==> src/rtl/dqnp_ram.sv <==
module dqnp_ram #(
    parameter int WIDTH = 8,
    parameter int DEPTH = 512
) (
    input  logic                     aclk,
    input  logic                     we,
    input  logic [$clog2(DEPTH)-1:0] waddr,
    input  logic [WIDTH-1:0]         wdata,
    input  logic [$clog2(DEPTH)-1:0] raddr,
    output logic [WIDTH-1:0]         rdata
);
    logic [WIDTH-1:0] mem [DEPTH];
    logic [WIDTH-1:0] rdata_reg;

    always_ff @(posedge aclk) begin
        if (we) begin
            mem[waddr] <= wdata;
        end
        rdata_reg <= mem[raddr];
    end

    assign rdata = rdata_reg;
endmodule

==> config.mk <==
export PLATFORM = sky130hd
export DESIGN_NAME = dqnp_ram
export DESIGN_NICKNAME = d
export VERILOG_FILES = /design/src/rtl/dqnp_ram.sv
export SDC_FILE = /design/constraint.sdc
export NUM_CORES = 2
export LEC_CHECK = 0
export BUFFER_PORTS_ARGS = -buffer_cell sky130_fd_sc_hd__buf_2
export CAP_MARGIN = 10
export CORE_ASPECT_RATIO = 1.25
export CORE_MARGIN = 3
export CORE_UTILIZATION = 29
export DETAILED_ROUTE_END_ITERATION = 6
export GPL_TIMING_DRIVEN = 0
export PLACE_DENSITY = 0.39
export SLEW_MARGIN = 20
export SYNTH_ARGS = -nofsm -noshare
export SYNTH_HDL_FRONTEND = slang
export SYNTH_SLANG_ARGS = --single-unit
==> constraint.sdc <==
create_clock -name aclk -period 2.7 [get_ports aclk]
set_clock_uncertainty 0.2 [all_clocks]
set_input_delay 0.27 -clock aclk [delete_from_list [all_inputs] [get_ports aclk]]
set_output_delay 0.27 -clock aclk [all_outputs]
set_load 0.02 [all_outputs]
==> out/qor.csv <==
metric,value,unit
critical path arrival,3880,ps
CTS tree,built,
DPL Wire Length,529,mm
WL/cell,44.0,um
sequential share of power,50.4,%
die height,836,um
clock latency on the worst-skew pair,1070,ps
Net Sw Frac,24.2,%
fin util,34.8,%
pre-CTS setup slack,-2870,ps
ratio of cells with drive above 1 in the final layout,25.6,%
WL final,725,mm
f_max,316,MHz
slack of the worst reg-to-reg path,-300,ps
failing checks,setup timing,
via count,89199,
Synth Area per Inst,19.9,um2
Pwr per Cell Area,728,nW/um2
number of global-route vias before repair,88428,
initial antenna violation count,90,
Syn Nets,8058,
"Hold Violations, Final",0,
largest net degree at the start of global routing,110,
input/output buffers,31,
Comb pwr share,7.4,%
"commonest cells after routing, fill and taps aside","4096 x edfxtp_1, 787 x mux2i_1, 654 x mux4_2",
Lkg Pwr,59.7,nW
"EDFF count, synth",4096,
final setup fails,374,
FP Rows,304,
total CTS buffers,432,
P_sw,33.6,mW
largest stage delay on the critical path,540,ps
final worst setup slack,-468,ps
Via density,5.41,
Hold WC Path Type,in -> reg,
placed insts,15559,
clk buf depth,4,
Largest register FFs,4096,
total internal power,106,mW
relative slew slack,15.8,%
"Slew Viols, Final",0,
Crit. End Element,flop,
status,"complete, but fails checks",
"most common cell after layout, fill and taps aside",edfxtp_1,
count of cell types in the netlist,51,
critical path peak fanout,10,
DRC,0,
initial DRC count,11223,
Startpoint Class,primary input,
Nets,8725,
number of synthesis warnings,0,
RePlAce Congestion,1.03,
Synth Instances,8030,
type of the worst setup path,in -> reg,
All-Layer GR Usage,25.3,%
Initial Util,29.1,%
full die area,560000,um2
first-pass GRT wire length,922,mm
Setup TNS,-25770,ps
minimum clock period,3170,ps
Worst Path Required,3420,ps
Worst VDD drop,564,uV
core area,549000,um2
fin cells,16480,
"CTS clk-pin slew, worst paths",60,ps
maxcap violations,0,
Worst path slowest cell,nand4_1,
#FFs+latches synth,4104,
Area Overhead vs Synth,19.4,%
Mapped Area,160000,um2
Die Width,670,um
"Top FF cell, synth",edfxtp_1,
Clock Sinks,4104,
"Seq/Total Area, Yosys",77.0,%
Clk pwr share,42.2,%
post-route clock period utilization,117,%
GRT overflow,0,
Worst-Margin Slew,1260,ps
asr flop ratio synth,0,%
RSZ-0062 raised after global routing,true,
Initial DRT Pass Iterations,6,
post-route ant nets,0,
CP Cell Sequence,buf_4 -> or2_1 -> buf_2 -> clkbuf_8 -> clkbuf_2 -> buf_12 -> o221ai_1 -> a21oi_1 -> o21ai_0 -> nand4_1 -> nand2_4 -> o2111a_2,
H-tree Lvls,5,
Top Ports,36,
CTS Root Cell,clkbuf_16,
[power by group through the flow]
stage          clock, mW  combinational (mW)  sequential, mW
2_1_floorplan          0                3.34            71.6
3_3_place_gp           0                8.97            72.2
3_5_place_dp           0                9.61            71.5
4_1_cts             59.5                10.0            70.2
5_1_grt             62.1                10.3            70.2
6_report            58.7                10.3            70.2
[synthesized netlist by cell type, types with 2 or more instances]
cell type  instances  share of area (%)
nand4_1           32               0.13
buf_8             11               0.10
nand2_1          111               0.26
o41ai_1            7              0.038
dfxtp_1            8               0.10
or2_2              4              0.016
mux4_2           654                9.2
o22a_1             3              0.016
nor3_1           109               0.34
nor2_1           597                1.4
o311ai_0           5              0.027
a21oi_1          194               0.61
and3b_1            4              0.022
and2_1            20              0.078
and3_1             4              0.016
a2111oi_0          3              0.016
a31oi_1            2             0.0078
o21ai_0          118               0.37
buf_6             64               0.45
nand2b_1           4              0.016
edfxtp_1        4096                 77
o211ai_1           2             0.0094
o31ai_1           13              0.061
buf_2             57               0.18
a211o_1            2              0.011
clkbuf_1         265               0.62
nor2b_1            6              0.023
nor4_1            36               0.14
inv_1              2             0.0047
nor3b_1            8              0.038
o22ai_1          163               0.64
nand3_1           36               0.11
buf_1             41              0.096
o221ai_1         371                2.0
a22o_1             5              0.027
a211oi_1          17              0.080
mux2i_1          797                5.0
or3_1              6              0.023
buf_4             70               0.33
buf_12             5              0.063
a22oi_1           61               0.29
o2111a_1           8              0.056
[what timing repair did]
action	in CTS	in global routing
setup endpoints to repair	119	269
hold buffers	20	0
pin swaps	39	57
resized for setup	560	322
hold endpoints to repair	2052	0
buffers inserted	9	21
[per-stage QoR]
step / instance area (um2) / hold WS, ps / total power, mW
finish: 191000 / 93.9 / 139
CTS: 189000 / 10.5 / 140
global placement: 169000 / 496 / 81.2
floorplan: 160000 / 169 / 74.9
global route: 191000 / 80.9 / 143
detailed placement: 173000 / 378 / 81.1
[cell families after synthesis]
group | count (synthesis) | synth area share [%]
buffers and inverters | 516 | 1.85
DFF | 4104 | 77.0
AOI/OAI and AO/OA | 979 | 4.31
and+or+nand+nor | 980 | 2.63
muxes | 1451 | 14.2
[area by class of cell]
cell class	instances	area, um2
sequential	4104	123000
clock buffer	530	11400
clock inverter	264	2150
multi-input combinational	3410	36300
tap	7344	9190
fill	51354	358000
buffer	511	4380
inverter	3	15.0
antenna	79	198
timing repair buffer	235	4260
[final timing paths]
check / startpoint / endpoint / cells past startpoint
setup reg to reg: mem[303][1] / rdata[1] / 6
hold reg to reg: mem[154][2] / rdata[2] / 4
setup / recovery: raddr[2] / rdata[1] / 12
hold / removal: wdata[0] / mem[346][0] / 2
[critical path: cells and delay by family]
| kind | cells | cell delay (ps) |
|---|---|---|
| AOI/OAI and AO/OA | 4 | 1180 |
| and+or+nand+nor | 3 | 1190 |
| buffers and inverters | 5 | 1130 |
[routing by layer]
metal | part of all wire (%) | track usage (%) | vias up
met5 | 0.019 | 0 | -
met4 | 7.5 | 15.5 | 20
met3 | 6.7 | 4.38 | 1199
met2 | 49 | 42.5 | 4152
met1 | 37 | 30.2 | 48896
li1 | - | - | 34932
Power figures use the tool's default switching activity.
